[src/hdl/ttce_pkg.sv]
// ----------------------------------------------------------------------------
// ttce_pkg
// Shared types and constants of the text terminal character engine.
// ----------------------------------------------------------------------------
package ttce_pkg;

  // field widths
  localparam int unsigned ActW  = 2;
  localparam int unsigned CharW = 8;
  localparam int unsigned IdxW  = 10;
  localparam int unsigned RowW  = 5;
  localparam int unsigned ColW  = 6;

  // configuration port
  localparam int unsigned AddrW = 4;
  localparam int unsigned DataW = 32;
  localparam int unsigned RegW  = 2;

  localparam logic [RegW-1:0] RegBlinkTicks = 2'd0;
  localparam logic [RegW-1:0] RegBlankCode  = 2'd1;
  localparam logic [RegW-1:0] RegCursorCode = 2'd2;

  // action codes
  localparam logic [ActW-1:0] ActPut  = 2'd0;
  localparam logic [ActW-1:0] ActTick = 2'd1;
  localparam logic [ActW-1:0] ActRead = 2'd2;

  // character codes
  localparam logic [CharW-1:0] CharBs       = 8'd8;
  localparam logic [CharW-1:0] CharLf       = 8'd10;
  localparam logic [CharW-1:0] CharCr       = 8'd13;
  localparam logic [CharW-1:0] CharPrintMin = 8'd32;

  // reset values
  localparam logic [CharW-1:0] ResetBlank      = 8'd32;
  localparam logic [CharW-1:0] ResetBlinkTicks = 8'd30;
  localparam logic [CharW-1:0] ResetCursorCode = 8'd0;

  typedef struct packed {
    logic [CharW-1:0] blink_ticks;
    logic [CharW-1:0] blank_code;
    logic [CharW-1:0] cursor_code;
  } cfg_t;

  typedef struct packed {
    logic [ActW-1:0]  action;
    logic [CharW-1:0] char_code;
    logic [IdxW-1:0]  cell_index;
  } in_item_t;

  typedef struct packed {
    logic [CharW-1:0] cell_value;
    logic [RowW-1:0]  cursor_row;
    logic [ColW-1:0]  cursor_col;
    logic             repaint;
    logic             cursor_shown;
  } out_item_t;

endpackage

[src/hdl/ttce_cfg.sv]
// ----------------------------------------------------------------------------
// ttce_cfg
// APB register file: blink period, scroll blank code, cursor glyph code.
// ----------------------------------------------------------------------------
module ttce_cfg (
  input  logic                        clk_i,
  input  logic                        rst_ni,
  input  logic                        psel,
  input  logic                        penable,
  input  logic                        pwrite,
  input  logic [ttce_pkg::AddrW-1:0]  paddr,
  input  logic [ttce_pkg::DataW-1:0]  pwdata,
  output logic [ttce_pkg::DataW-1:0]  prdata,
  output logic                        pready,
  output ttce_pkg::cfg_t              cfg_o
);
  import ttce_pkg::*;

  cfg_t            cfg_q, cfg_d;
  logic [RegW-1:0] reg_idx;
  logic            wr_en;
  logic [CharW-1:0] rd_val;

  assign reg_idx = paddr[AddrW-1:2];
  assign wr_en   = psel & penable & pwrite;
  assign pready  = 1'b1;

  always_comb begin
    cfg_d = cfg_q;
    if (wr_en) begin
      unique case (reg_idx)
        RegBlinkTicks: cfg_d.blink_ticks = pwdata[CharW-1:0];
        RegBlankCode:  cfg_d.blank_code  = pwdata[CharW-1:0];
        RegCursorCode: cfg_d.cursor_code = pwdata[CharW-1:0];
        default: ;
      endcase
    end
  end

  always_comb begin
    unique case (reg_idx)
      RegBlinkTicks: rd_val = cfg_q.blink_ticks;
      RegBlankCode:  rd_val = cfg_q.blank_code;
      RegCursorCode: rd_val = cfg_q.cursor_code;
      default:       rd_val = '0;
    endcase
  end

  assign prdata = {{(DataW-CharW){1'b0}}, rd_val};

  always_ff @(posedge clk_i or negedge rst_ni) begin
    if (!rst_ni) begin
      cfg_q.blink_ticks <= ResetBlinkTicks;
      cfg_q.blank_code  <= ResetBlank;
      cfg_q.cursor_code <= ResetCursorCode;
    end else begin
      cfg_q <= cfg_d;
    end
  end

  assign cfg_o = cfg_q;

endmodule

[config.mk]
export PLATFORM = sky130hd
export DESIGN_NAME = ttce_cfg
export DESIGN_NICKNAME = d
export VERILOG_FILES = /design/src/hdl/ttce_pkg.sv /design/src/hdl/ttce_cfg.sv
export SDC_FILE = /design/constraint.sdc
export NUM_CORES = 1
export LEC_CHECK = 0
export BUFFER_PORTS_ARGS = -buffer_cell sky130_fd_sc_hd__buf_2
export CAP_MARGIN = 20
export CORE_MARGIN = 5
export CORE_UTILIZATION = 33
export DETAILED_ROUTE_END_ITERATION = 10
export PLACE_DENSITY = 0.7
export RECOVER_POWER = 100
export SETUP_SLACK_MARGIN = 0.15
export SYNTH_ARGS = -nofsm -noshare
export SYNTH_HDL_FRONTEND = slang
export SYNTH_SLANG_ARGS = --single-unit
[constraint.sdc]
create_clock -name clk_i -period 0.8 [get_ports clk_i]
set_clock_uncertainty 0.05 [all_clocks]
set_input_delay 0.04 -clock clk_i [delete_from_list [all_inputs] [get_ports clk_i]]
set_output_delay 0.04 -clock clk_i [all_outputs]
set_load 0.02 [all_outputs]
==> results.py <==
metrics = {
    "clock_network": {
        "cts_buffers": 3,
        "cts_tree": "yes",
        "cts_root_buffer": "clkbuf_8",
        "clockBufferDepth": 2,
        "numClockSinks": 24,
        "clk_latency_ps": 260,
        "cts-htree-levels": 1,
        "cts_hold_buf": 1,
        "clkTransAtPathRegs_ps": 90,
    },
    "status": {
        "violations": "hold timing, setup timing",
        "status": "finished, violations left",
    },
    "route": {
        "drt-pass1-iter-count": 3,
        "routed_wl_mm": 3.79,
        "drc": 0,
        "dr.first_iter.drc_count": 29,
        "drtAntennaViolNets": 0,
        "routedWlPerCell_um": 15.6,
        "num_vias": 1051,
        "viasPerCell": 4.33,
    },
    "worst_setup_path": {
        "worst_ep_arrival_time_ps": 1190,
        "path_class": "register to output pin",
        "cp_max_fo": 2,
        "endpoint_kind": "output pin",
        "start_kind": "register",
        "worst-path-stages": 3,
        "crit_slowest_cell": "dfstp_2",
        "crit_buf_inv": 1,
        "cpPeakStageDelay_ps": 540,
        "path_cells": "mux2i_1 > o21ai_1 > buf_4",
        "required_ps": 710,
        "r2r_cells": 3,
        "crit_family": "flip-flops",
    },
    "synth": {
        "synth-adder-area-share_pct": 0,
        "synthTopCellsByCount": "26 x buf_4, 19 x dfrtp_1, 16 x mux2_2",
        "synth_compound_area_share_pct": 2.99,
        "synth-simple-area-share_pct": 6.26,
        "ys.flop_type": "dfrtp_1",
        "synth_area_um2": 1340,
        "synth_edf_count": 0,
        "ys_top_cells_by_area": "dfrtp_1 35%, buf_4 15%, mux2_2 13%",
        "synthMostInstantiatedCell": "buf_4",
        "netlist.area_leader.share_pct": 35.5,
        "yosys.area.top_type": "dfrtp_1",
        "synth_cell_types": 16,
        "synth_top_family_by_area": "multiplexers",
        "netlist_instances": 108,
        "synth_mux_area_share_pct": 28.4,
        "synth-seq-cells": 24,
        "ys_async_sr_fraction_pct": 100,
        "ys_seq_area_share_pct": 45.3,
        "ys.warnings.count": 0,
        "synth_xor_area_share_pct": 0,
        "synth.avg_cell_area_um2": 12.4,
    },
    "worst_hold_path": {
        "min_path_type": "input pin to register",
        "min_path_cells": 2,
    },
    "placed_design": {
        "hpwl_mm": 2.42,
        "globalplace.congestion": 0.671,
        "postPlaceCellArea_um2": 1810,
        "portBuffers": 46,
    },
    "layout": {
        "design_area_um2": 2310,
        "largest_register_ffs": 24,
        "syn_to_final_growth_pct": 72.6,
        "drive_above_1_share_pct": 67.4,
        "antenna_cells": 0,
        "n_fill_cell": 317,
        "nNetsFinal": 235,
    },
    "global_routing": {
        "antenna_found_initial": 0,
        "grt_pass1_vias": 1098,
        "grt_pass1_wl_mm": 5.63,
        "gr-total-overflow": 0,
        "gr-usage-all-layers_pct": 13.9,
        "grt_max_degree": 25,
    },
    "pwr": {
        "p_per_area_nw_per_um2": 2470,
        "cellLeakagePower_uw": 0.00118,
        "finalPower_uw": 5720,
        "vdd_drop_max_mv": 1.39,
    },
    "die": {
        "core_um2": 3970,
        "std_cell_rows": 23,
        "initial_core_util_pct": 33.7,
        "boundaryPins": 98,
        "die_w_um": 73.7,
        "die-height_um": 73.7,
        "die-area_um2": 5440,
    },
    "flow_run": {
        "drv_cap": 0,
    },
    "timing": {
        "whs_ps": -15.6,
        "final_max_slew_viol_count": 0,
        "tns_ps": -11760,
        "rsz0062_at_grt": "yes",
        "worst_slack_ps": -484,
        "final.min_clock_period_ps": 1280,
        "max_clock_freq_ghz": 0.779,
        "report.final.hold_viol_count": 12,
        "setup_viol_count_final": 56,
        "min_period_over_period_pct": 161,
    },
}
cell usage in the layout, fill, tap and decap left out:
cell	n
buf_8	1
nor2b_1	1
mux2_4	24
buf_2	10
bufinv_16	1
clkbuf_4	1
mux2i_1	8
clkbuf_8	3
dfstp_2	5
nand3_4	1
nor3_4	1
o21ai_1	1
dlygate4sd3_1	1
buf_4	14
buf_6	59
buf_12	1
o21ai_2	7
or3b_4	1
nand2_1	8
nor3b_4	1
conb_1	25
dfrtp_1	19
report_power, final:
group	switching, uW	internal (uW)	total [uW]
registers	273	1540	1810
clock network	383	668	1050
logic	1200	1660	2860
total	1850	3870	5720
routing by layer:
metal / vias up / GRT usage [%] / share of wire, %
met5: - / 0 / 0
li1: 486 / - / -
met3: 6 / 4.51 / 7.6
met1: 512 / 17.4 / 41
met4: 0 / 3.62 / 1.0
met2: 47 / 22.9 / 50
worst paths after layout:
kind / from / to / slack, ps
max reg2reg: cfg_o[14]$_DFFE_PN0P_ / cfg_o[14]$_DFFE_PN0P_ / -240
min: pwdata[6] / cfg_o[22]$_DFFE_PN0P_ / -20
min in group asynchronous: rst_ni / cfg_o[16]$_DFFE_PN0P_ / 290
min reg2reg: cfg_o[21]$_DFFE_PN0P_ / cfg_o[21]$_DFFE_PN0P_ / 500
max in group asynchronous: rst_ni / cfg_o[18]$_DFFE_PN1P_ / 110
max: cfg_o[13]$_DFFE_PN1P_ / prdata[5] / -480
metrics by stage:
step	instances	utilization (%)	setup WS, ps
after floorplan	131	-	-305
after global placement	227	45.6	-435
after detailed placement	227	45.6	-457
after CTS	237	55.6	-456
after global routing	243	58.3	-530
final	243	58.3	-484
logic make-up after synthesis:
family	Yosys count
and+or+nand+nor	13
AOI/OAI and AO/OA	8
DFF	24
muxes	32
buffers and inverters	29
other	2
layout make-up:
cell class	instances	area, um2	area share, %
clock buffers	3	41.3	1.78
clock inverters	1	30.0	1.30
multi-input cells	78	701	30.3
flip-flops and latches	24	607	26.2
well taps	50	62.6	2.70
repair buffers	87	872	37.7
repair_timing:
item	CTS	global route
setup buffers	5	6
endpoints found under the hold margin	48	17
gates resized for setup	82	21
pin swaps	4	5
endpoints found under the setup margin	56	56
Power figures use the tool's default switching activity.
