===== src/hdl/ttce_pkg.sv =====
// ----------------------------------------------------------------------------
// ttce_pkg
// Shared types and constants of the text terminal character engine.
// ----------------------------------------------------------------------------
package ttce_pkg;

  // field widths
  localparam int unsigned ActW  = 2;
  localparam int unsigned CharW = 8;
  localparam int unsigned IdxW  = 10;
  localparam int unsigned RowW  = 5;
  localparam int unsigned ColW  = 6;

  // configuration port
  localparam int unsigned AddrW = 4;
  localparam int unsigned DataW = 32;
  localparam int unsigned RegW  = 2;

  localparam logic [RegW-1:0] RegBlinkTicks = 2'd0;
  localparam logic [RegW-1:0] RegBlankCode  = 2'd1;
  localparam logic [RegW-1:0] RegCursorCode = 2'd2;

  // action codes
  localparam logic [ActW-1:0] ActPut  = 2'd0;
  localparam logic [ActW-1:0] ActTick = 2'd1;
  localparam logic [ActW-1:0] ActRead = 2'd2;

  // character codes
  localparam logic [CharW-1:0] CharBs       = 8'd8;
  localparam logic [CharW-1:0] CharLf       = 8'd10;
  localparam logic [CharW-1:0] CharCr       = 8'd13;
  localparam logic [CharW-1:0] CharPrintMin = 8'd32;

  // reset values
  localparam logic [CharW-1:0] ResetBlank      = 8'd32;
  localparam logic [CharW-1:0] ResetBlinkTicks = 8'd30;
  localparam logic [CharW-1:0] ResetCursorCode = 8'd0;

  typedef struct packed {
    logic [CharW-1:0] blink_ticks;
    logic [CharW-1:0] blank_code;
    logic [CharW-1:0] cursor_code;
  } cfg_t;

  typedef struct packed {
    logic [ActW-1:0]  action;
    logic [CharW-1:0] char_code;
    logic [IdxW-1:0]  cell_index;
  } in_item_t;

  typedef struct packed {
    logic [CharW-1:0] cell_value;
    logic [RowW-1:0]  cursor_row;
    logic [ColW-1:0]  cursor_col;
    logic             repaint;
    logic             cursor_shown;
  } out_item_t;

endpackage


===== src/hdl/ttce_in_if.sv =====
// ----------------------------------------------------------------------------
// ttce_in_if
// Valid/ready channel carrying one input beat.
// ----------------------------------------------------------------------------
interface ttce_in_if;
  import ttce_pkg::*;

  logic     valid;
  logic     ready;
  in_item_t item;

  modport source (output valid, output item, input ready);
  modport sink   (input valid, input item, output ready);

endinterface


===== src/hdl/ttce_out_if.sv =====
// ----------------------------------------------------------------------------
// ttce_out_if
// Valid/ready channel carrying one result beat.
// ----------------------------------------------------------------------------
interface ttce_out_if;
  import ttce_pkg::*;

  logic      valid;
  logic      ready;
  out_item_t item;

  modport source (output valid, output item, input ready);
  modport sink   (input valid, input item, output ready);

endinterface


===== src/hdl/ttce_seq.sv =====
// ----------------------------------------------------------------------------
// ttce_seq
// Sequencer: cursor, blink and scroll control around the screen RAM.
// ----------------------------------------------------------------------------
module ttce_seq #(
  parameter int unsigned ROWS = 24,
  parameter int unsigned COLS = 40
) (
  input  logic                             clk_i,
  input  logic                             rst_ni,
  input  ttce_pkg::cfg_t                   cfg_i,
  ttce_in_if.sink                          in_i,
  ttce_out_if.source                       out_o,
  output logic                             mem_we_o,
  output logic [$clog2(ROWS*COLS)-1:0]     mem_waddr_o,
  output logic [ttce_pkg::CharW-1:0]       mem_wdata_o,
  output logic [$clog2(ROWS*COLS)-1:0]     mem_raddr_o,
  input  logic [ttce_pkg::CharW-1:0]       mem_rdata_i
);
  import ttce_pkg::*;

  localparam int unsigned Cells = ROWS * COLS;
  localparam int unsigned AW    = $clog2(Cells);
  localparam int unsigned RW    = $clog2(ROWS + 1);
  localparam int unsigned CW    = $clog2(COLS);

  localparam logic [RW-1:0] LastRow  = RW'(ROWS - 1);
  localparam logic [CW-1:0] LastCol  = CW'(COLS - 1);
  localparam logic [AW-1:0] LastCell = AW'(Cells - 1);

  typedef enum logic [10:0] {
    S_INIT  = 11'b000_0000_0001,
    S_IDLE  = 11'b000_0000_0010,
    S_EXEC  = 11'b000_0000_0100,
    S_COPY  = 11'b000_0000_1000,
    S_DRAIN = 11'b000_0001_0000,
    S_FILL  = 11'b000_0010_0000,
    S_WRCH  = 11'b000_0100_0000,
    S_PLRD  = 11'b000_1000_0000,
    S_PLWR  = 11'b001_0000_0000,
    S_RDWT  = 11'b010_0000_0000,
    S_DONE  = 11'b100_0000_0000
  } state_e;

  state_e           state_q, state_d;
  logic [AW-1:0]    cnt_q, cnt_d;
  logic [RW-1:0]    row_q, row_d;
  logic [CW-1:0]    col_q, col_d;
  logic [CharW-1:0] saved_q, saved_d;
  logic [CharW-1:0] phase_q, phase_d;
  logic [CharW-1:0] count_q, count_d;
  logic [CharW-1:0] phantom_q, phantom_d;
  logic             dirty_q, dirty_d;
  logic             scr_prt_q, scr_prt_d;
  logic             out_valid_q, out_valid_d;

  // beat and scratch registers, no reset needed
  logic [ActW-1:0]  act_q;
  logic [CharW-1:0] ch_q;
  logic [IdxW-1:0]  idx_q;
  logic [CharW-1:0] cell_q, cell_d;
  logic             rep_q, rep_d;
  logic             cp_vld_q;
  logic [AW-1:0]    cp_wa_q;
  out_item_t        out_q;

  logic [AW-1:0]    cur_addr;
  logic             on_ph;
  logic             is_prt, is_bs, is_lf, is_cr;
  logic             idx_ok;
  logic             cell_wr;
  logic [CharW-1:0] cell_wd;
  logic             bulk_we;
  logic [AW-1:0]    bulk_waddr;
  logic [CharW-1:0] bulk_wdata;
  logic             load_out;
  logic             tick_rep;

  assign cur_addr = AW'(int'(row_q) * COLS + int'(col_q));
  assign on_ph    = row_q > LastRow;
  assign idx_ok   = int'(idx_q) < Cells;

  assign is_prt = ch_q >= CharPrintMin;
  assign is_bs  = ch_q == CharBs;
  assign is_lf  = ch_q == CharLf;
  assign is_cr  = ch_q == CharCr;

  assign in_i.ready  = state_q == S_IDLE;
  assign out_o.valid = out_valid_q;
  assign out_o.item  = out_q;

  always_comb begin
    state_d    = state_q;
    cnt_d      = cnt_q;
    row_d      = row_q;
    col_d      = col_q;
    saved_d    = saved_q;
    phase_d    = phase_q;
    count_d    = count_q;
    dirty_d    = dirty_q;
    scr_prt_d  = scr_prt_q;
    cell_d     = cell_q;
    rep_d      = rep_q;
    cell_wr    = 1'b0;
    cell_wd    = saved_q;
    bulk_we    = 1'b0;
    bulk_waddr = cnt_q;
    bulk_wdata = ResetBlank;
    mem_raddr_o = cur_addr;
    load_out   = 1'b0;
    tick_rep   = dirty_q;

    unique case (state_q)
      S_INIT: begin
        bulk_we = 1'b1;
        if (cnt_q == LastCell) begin
          cnt_d   = '0;
          state_d = S_IDLE;
        end else begin
          cnt_d = cnt_q + AW'(1);
        end
      end

      S_IDLE: begin
        if (in_i.valid) begin
          state_d = S_EXEC;
        end
      end

      S_EXEC: begin
        cell_d = '0;
        rep_d  = 1'b0;
        case (act_q)
          ActPut: begin
            // every handled code first restores the cell under the cursor
            if (is_prt || is_bs || is_lf || is_cr) begin
              cell_wr = 1'b1;
              cell_wd = saved_q;
              dirty_d = 1'b1;
            end
            if (is_prt) begin
              if (on_ph) begin
                row_d     = LastRow;
                cnt_d     = AW'(COLS);
                scr_prt_d = 1'b1;
                state_d   = S_COPY;
              end else begin
                state_d = S_WRCH;
              end
            end else if (is_bs) begin
              if (col_q != '0) begin
                col_d   = col_q - CW'(1);
                state_d = S_PLRD;
              end else if (row_q != '0) begin
                col_d   = LastCol;
                row_d   = row_q - RW'(1);
                state_d = S_PLRD;
              end else begin
                state_d = S_DONE;   // top left: glyph stays erased
              end
            end else if (is_lf) begin
              if (row_q >= LastRow) begin
                row_d     = LastRow;
                cnt_d     = AW'(COLS);
                scr_prt_d = 1'b0;
                state_d   = S_COPY;
              end else begin
                row_d   = row_q + RW'(1);
                state_d = S_PLRD;
              end
            end else if (is_cr) begin
              if (on_ph) begin
                row_d = LastRow;
              end
              col_d   = '0;
              state_d = S_PLRD;
            end else begin
              state_d = S_DONE;
            end
          end
          ActTick: begin
            if (count_q == CharW'(1)) begin
              count_d  = cfg_i.blink_ticks;
              phase_d  = (phase_q == cfg_i.cursor_code) ? saved_q : cfg_i.cursor_code;
              cell_wr  = 1'b1;
              cell_wd  = phase_d;
              tick_rep = 1'b1;
            end else if (count_q != '0) begin
              count_d = count_q - CharW'(1);
            end
            if (tick_rep) begin
              dirty_d = 1'b0;
            end
            rep_d   = tick_rep;
            state_d = S_DONE;
          end
          ActRead: begin
            mem_raddr_o = AW'(idx_q);
            state_d     = S_RDWT;
          end
          default: begin
            state_d = S_DONE;
          end
        endcase
      end

      // scroll: rows 1.. move up one row, read runs one cell ahead of write
      S_COPY: begin
        mem_raddr_o = cnt_q;
        bulk_we     = cp_vld_q;
        bulk_waddr  = cp_wa_q;
        bulk_wdata  = mem_rdata_i;
        if (cnt_q == LastCell) begin
          state_d = S_DRAIN;
        end else begin
          cnt_d = cnt_q + AW'(1);
        end
      end

      S_DRAIN: begin
        bulk_we    = 1'b1;
        bulk_waddr = cp_wa_q;
        bulk_wdata = mem_rdata_i;
        cnt_d      = AW'(Cells - COLS);
        state_d    = S_FILL;
      end

      S_FILL: begin
        bulk_we    = 1'b1;
        bulk_wdata = cfg_i.blank_code;
        if (cnt_q == LastCell) begin
          cnt_d   = '0;
          state_d = scr_prt_q ? S_WRCH : S_PLRD;
        end else begin
          cnt_d = cnt_q + AW'(1);
        end
      end

      S_WRCH: begin
        cell_wr = 1'b1;
        cell_wd = ch_q;
        if (col_q < LastCol) begin
          col_d = col_q + CW'(1);
        end else begin
          col_d = '0;
          row_d = row_q + RW'(1);
        end
        state_d = S_PLRD;
      end

      S_PLRD: begin
        state_d = S_PLWR;
      end

      S_PLWR: begin
        saved_d = on_ph ? phantom_q : mem_rdata_i;
        if (count_q != '0) begin
          cell_wr = 1'b1;
          cell_wd = cfg_i.cursor_code;
        end
        state_d = S_DONE;
      end

      S_RDWT: begin
        cell_d  = idx_ok ? mem_rdata_i : '0;
        state_d = S_DONE;
      end

      S_DONE: begin
        if (!out_valid_q || out_o.ready) begin
          load_out = 1'b1;
          state_d  = S_IDLE;
        end
      end

      default: begin
        state_d = S_IDLE;
      end
    endcase
  end

  assign phantom_d   = (cell_wr && on_ph) ? cell_wd : phantom_q;
  assign mem_we_o    = bulk_we | (cell_wr & ~on_ph);
  assign mem_waddr_o = bulk_we ? bulk_waddr : cur_addr;
  assign mem_wdata_o = bulk_we ? bulk_wdata : cell_wd;

  always_comb begin
    out_valid_d = out_valid_q;
    if (out_valid_q && out_o.ready) begin
      out_valid_d = 1'b0;
    end
    if (load_out) begin
      out_valid_d = 1'b1;
    end
  end

  always_ff @(posedge clk_i or negedge rst_ni) begin
    if (!rst_ni) begin
      state_q     <= S_INIT;
      cnt_q       <= '0;
      row_q       <= '0;
      col_q       <= '0;
      saved_q     <= ResetBlank;
      phase_q     <= ResetBlank;
      count_q     <= ResetBlinkTicks;
      phantom_q   <= ResetBlank;
      dirty_q     <= 1'b0;
      scr_prt_q   <= 1'b0;
      out_valid_q <= 1'b0;
      cp_vld_q    <= 1'b0;
    end else begin
      state_q     <= state_d;
      cnt_q       <= cnt_d;
      row_q       <= row_d;
      col_q       <= col_d;
      saved_q     <= saved_d;
      phase_q     <= phase_d;
      count_q     <= count_d;
      phantom_q   <= phantom_d;
      dirty_q     <= dirty_d;
      scr_prt_q   <= scr_prt_d;
      out_valid_q <= out_valid_d;
      cp_vld_q    <= state_q == S_COPY;
    end
  end

  always_ff @(posedge clk_i) begin
    if (in_i.valid && in_i.ready) begin
      act_q <= in_i.item.action;
      ch_q  <= in_i.item.char_code;
      idx_q <= in_i.item.cell_index;
    end
    cell_q  <= cell_d;
    rep_q   <= rep_d;
    cp_wa_q <= cnt_q - AW'(COLS);
    if (load_out) begin
      out_q.cell_value   <= cell_q;
      out_q.cursor_row   <= RowW'(row_q);
      out_q.cursor_col   <= ColW'(col_q);
      out_q.repaint      <= rep_q;
      out_q.cursor_shown <= phase_q == cfg_i.cursor_code;
    end
  end

endmodule


===== src/flat_wrapper.sv =====
// flat-port wrapper written by rule: the top's interface ports become plain ports
module ttce_seq_flat import ttce_pkg::*;
#(
  parameter int unsigned ROWS = 24,
  parameter int unsigned COLS = 40
)
  (clk_i, rst_ni, cfg_i, mem_we_o, mem_waddr_o, mem_wdata_o, mem_raddr_o, mem_rdata_i, in_i_valid, in_i_item, in_i_ready, out_o_valid, out_o_item, out_o_ready);
  ttce_in_if in_i_i ();
  ttce_out_if out_o_i ();
  input  logic clk_i;
  input  logic rst_ni;
  input  ttce_pkg::cfg_t cfg_i;
  output logic mem_we_o;
  output logic [$clog2(ROWS*COLS)-1:0] mem_waddr_o;
  output logic [ttce_pkg::CharW-1:0] mem_wdata_o;
  output logic [$clog2(ROWS*COLS)-1:0] mem_raddr_o;
  input  logic [ttce_pkg::CharW-1:0] mem_rdata_i;
  input wire logic [$bits(in_i_i.valid)-1:0] in_i_valid;
  input wire logic [$bits(in_i_i.item)-1:0] in_i_item;
  output wire logic [$bits(in_i_i.ready)-1:0] in_i_ready;
  output wire logic [$bits(out_o_i.valid)-1:0] out_o_valid;
  output wire logic [$bits(out_o_i.item)-1:0] out_o_item;
  input wire logic [$bits(out_o_i.ready)-1:0] out_o_ready;
  assign in_i_i.valid = in_i_valid;
  assign in_i_i.item = in_i_item;
  assign in_i_ready = in_i_i.ready;
  assign out_o_valid = out_o_i.valid;
  assign out_o_item = out_o_i.item;
  assign out_o_i.ready = out_o_ready;
  ttce_seq #(.ROWS(ROWS), .COLS(COLS)) u_core (.clk_i(clk_i), .rst_ni(rst_ni), .cfg_i(cfg_i), .in_i(in_i_i), .out_o(out_o_i), .mem_we_o(mem_we_o), .mem_waddr_o(mem_waddr_o), .mem_wdata_o(mem_wdata_o), .mem_raddr_o(mem_raddr_o), .mem_rdata_i(mem_rdata_i));
endmodule

===== config.mk =====
export PLATFORM = sky130hd
export DESIGN_NAME = ttce_seq_flat
export DESIGN_NICKNAME = d
export VERILOG_FILES = /design/src/hdl/ttce_pkg.sv /design/src/hdl/ttce_in_if.sv /design/src/hdl/ttce_out_if.sv /design/src/hdl/ttce_seq.sv /design/src/flat_wrapper.sv
export SDC_FILE = /design/constraint.sdc
export NUM_CORES = 1
export LEC_CHECK = 0
export ABC_AREA = 1
export BUFFER_PORTS_ARGS = -buffer_cell sky130_fd_sc_hd__buf_2
export CELL_PAD_IN_SITES_DETAIL_PLACEMENT = 2
export CELL_PAD_IN_SITES_GLOBAL_PLACEMENT = 2
export CORE_AREA = 2 2 152 154
export CTS_BUF_LIST = sky130_fd_sc_hd__clkbuf_8
export CTS_CLUSTER_DIAMETER = 50
export DETAILED_ROUTE_END_ITERATION = 8
export DIE_AREA = 0 0 154 156
export GPL_TIMING_DRIVEN = 0
export PLACE_DENSITY = 0.86
export SLEW_MARGIN = 20
export SYNTH_ARGS = -nofsm -noshare
export SYNTH_HDL_FRONTEND = slang
export SYNTH_SLANG_ARGS = --single-unit

===== constraint.sdc =====
create_clock -name clk_i -period 2.7 [get_ports clk_i]
set_input_delay 0.135 -clock clk_i [delete_from_list [all_inputs] [get_ports clk_i]]
set_output_delay 0.135 -clock clk_i [all_outputs]
set_load 0.03 [all_outputs]

==> impl_metrics.ini <==
[status]
status = complete, but fails checks
violations = negative hold slack, negative setup slack

[floorplanning]
num_rows = 55
die-area_mm2 = 0.0240
die_y_um = 156
core_mm2 = 0.0224
die_x_um = 154
io_pins = 108
start_util = 0.347

[timing]
setup_slack_ns = -0.345
tightest_slew_ns = 0.893
skew_ns = 0.0262
slew_viol_final = 0
period_share = 1.13
period_needed_ns = 3.04
holdWs_ns = -0.0220
finalHoldViolCount = 1
setup_violations = 22
rsz0062_at_grt = true
maxSlewHeadroom = 0.403
fin_setup_tns_ns = -2.90
fmax_mhz = 328

[cells_and_area]
diodes = 0
area.growth.synth_to_final_pct = 34.1
stdcell_count = 1497
drive_gt1_frac = 0.285
nets = 1276

[critical_path]
r2r_cells = 10
startpoint_type = flip-flop
arrival_ns = 2.91
crit_path_start = u_core.row_q[4]$_DFFE_PN0P_
cp-end-kind = primary output
ff2ff_setup_slack_ns = 0.11
timing.rr.start = u_core.col_q[0]$_DFFE_PN0P_
crit_fanout = 3
critPathRequiredTime_ns = 2.57
r2r_end = u_core.state_q[10]$_DFFE_PN0P_
crit_type = reg -> out

[clock_network]
clock_latency_ns = 0.51
cts_max_level = 4
clock_sink_count = 128
cts_buffers = 17
cts_tree = done
cts_max_path_buffers = 2
clockRootBuffer = clkbuf_8
clk_pin_slew_ns = 0.09

[route]
antenna_left = 0
wire_per_inst_um = 29.2
drtPass1Iterations = 5
vias_per_cell = 5.92
drt_iter0_drc = 788
drc_errors = 0
wirelength_mm = 43.7
vias = 8861

[logic_synthesis]
ys_types = 47
syn_avg_cell_area_um2 = 7.77
synth_edf_count = 50
ys_seq_area_frac = 0.440
syn_area_mm2 = 0.00777
postSynth.asyncResetShare = 0.531
ys_ff_latch = 128
synth_top_area_share = 0.193
syn_nets = 1077
synthesis.instances = 1000
yosys.area.top_type = dfrtp_1
ys.flop_type = dfrtp_1
yosysWarnings = 0
synth_area_leaders = dfrtp_1 (19%), edfxtp_1 (19%), nand2_1 (15%), inv_1 (5.8%), nand3_1 (4.7%)

[min_path]
min-delay-start = cfg_i[17]
min_path_cells = 3
hp-class = in -> reg
min_to = u_core.count_q[1]$_DFFE_PN1P_

[grt]
grt_use_met3 = 0.0511
antenna_found_initial = 0
top_usage_layer = met2
grt_util_met1 = 0.368
grt_start_max_net_pins = 37
grt_pass1_vias = 9215
track_usage = 0.307
gr-usage-met2 = 0.529
grt_pass1_wl_mm = 56.0
overflow = 0

[pwr]
leakagePower_nw = 5.04
powerDensity_mw_per_mm2 = 658
power_mw = 6.86
ir_worst_vdd_mv = 0.378

[place]
gp_congestion = 0.837
dpl.hpwl_mm = 22.2
dpl.cell_count = 1394
portBuffers = 107
pre_cts_slack_ns = 0.0287

[run]
timing.max_cap.violations = 0
critical path: stages, from the launching register on:
cell and delay, ns:
dfrtp_1 0.47, ha_2 0.22, ha_1 0.38, a21oi_1 0.23
nand2_1 0.15, xor2_1 0.35, xor2_2 0.15, o21bai_1 0.24
buf_4 0.20
stage by stage:
stage           util  instance area (um2)
6_report       0.466                10400
5_1_grt        0.466                10400
4_1_cts        0.436                 9750
3_5_place_dp   0.389                 8710
3_3_place_gp   0.387                 8660
2_1_floorplan      -                 7770
worst max-delay path by stage:
stage / endpoint / slack [ns]
2_1_floorplan: mem_raddr_o[9] / 0.27
3_3_place_gp: u_core.out_o.item[3]$_DFFE_PP_ / -0.40
3_5_place_dp: mem_waddr_o[9] / 0.03
4_1_cts: mem_raddr_o[9] / -0.21
5_1_grt: mem_raddr_o[9] / -0.39
6_report: mem_raddr_o[9] / -0.34
placed cells by master (no fill, tap or decap), drive strengths merged, types with 7 or more instances in the layout:
| cell type | n |
|---|---|
| a21oi | 17 |
| a31oi | 8 |
| buf | 164 |
| clkbuf | 26 |
| dfrtp | 60 |
| dfstp | 8 |
| dfxtp | 10 |
| dlygate4sd3 | 25 |
| edfxtp | 50 |
| ha | 19 |
| inv | 130 |
| nand2 | 326 |
| nand3 | 75 |
| nand4 | 16 |
| nor2 | 107 |
| nor3 | 12 |
| o211ai | 20 |
| o21ai | 67 |
| o221ai | 7 |
| xnor2 | 11 |
| xor2 | 19 |
sequential cells by signal (all words and copies together), names as in the netlist:
register and flops:
u_core.scr_prt_q 1, u_core.saved_q 8, u_core.cp_vld_q 1, u_core.count_q 8
u_core.act_q 2, u_core.ch_q 8, u_core.out_o.item 21, u_core.phantom_q 8
u_core.cp_wa_q 10, u_core.cnt_q 10, u_core.phase_q 8, u_core.row_q 5
u_core.cell_q 8, u_core.state_q 11, u_core.out_o.valid 1, u_core.col_q 6
u_core.rep_q 1, u_core.idx_q 10, u_core.dirty_q 1
Yosys cell counts (10+ instances only):
master / instances
nand2_1: 314
inv_1: 121
nor2_1: 90
nand3_1: 73
dfrtp_1: 60
edfxtp_1: 50
o21ai_0: 41
o21ai_1: 24
ha_1: 19
xor2_1: 19
nand4_1: 16
a21oi_1: 15
o211ai_1: 14
xnor2_1: 11
dfxtp_1: 10
inv_2: 10
cell families after synthesis:
| logic type | after synthesis | synth area share |
|---|---|---|
| flops | 128 | 0.440 |
| buf+inv | 150 | 0.0788 |
| simple gates | 538 | 0.304 |
| fa+ha+maj | 21 | 0.0358 |
| compound gates | 133 | 0.108 |
| xor+xnor | 30 | 0.0338 |
final cells by class:
cell class | instances | area [um2]
buffer | 18 | 135
clock buffer | 18 | 248
clock inverter | 14 | 239
fill | 2453 | 11900
inverter | 132 | 515
multi-input combinational | 723 | 4220
sequential | 128 | 3420
tap | 285 | 357
timing repair buffer | 179 | 1290
routing by layer:
layer / wire, um / up-vias
li1: - / 3662
met1: 17200 / 4513
met2: 21400 / 493
met3: 2720 / 193
met4: 2390 / 0
met5: 0 / -
report_power, final:
group	switching (mW)	leakage [nW]	internal (mW)
Sequential	0.214	1.32	2.31
Clock	0.981	0.240	1.22
Combinational	1.52	3.48	0.609
Total	2.72	5.04	4.14
timing repair:
item / 4_1_cts / 5_1_grt
setup buffers: 11 / 33
endpoints found under the setup margin: 26 / 28
pin swaps: 13 / 29
hold endpoints to repair: 57 / 0
hold buffers: 25 / 0
gates cloned: 1 / 1
resized for setup: 63 / 96
Note: power is estimated with default switching activity, not from simulation.
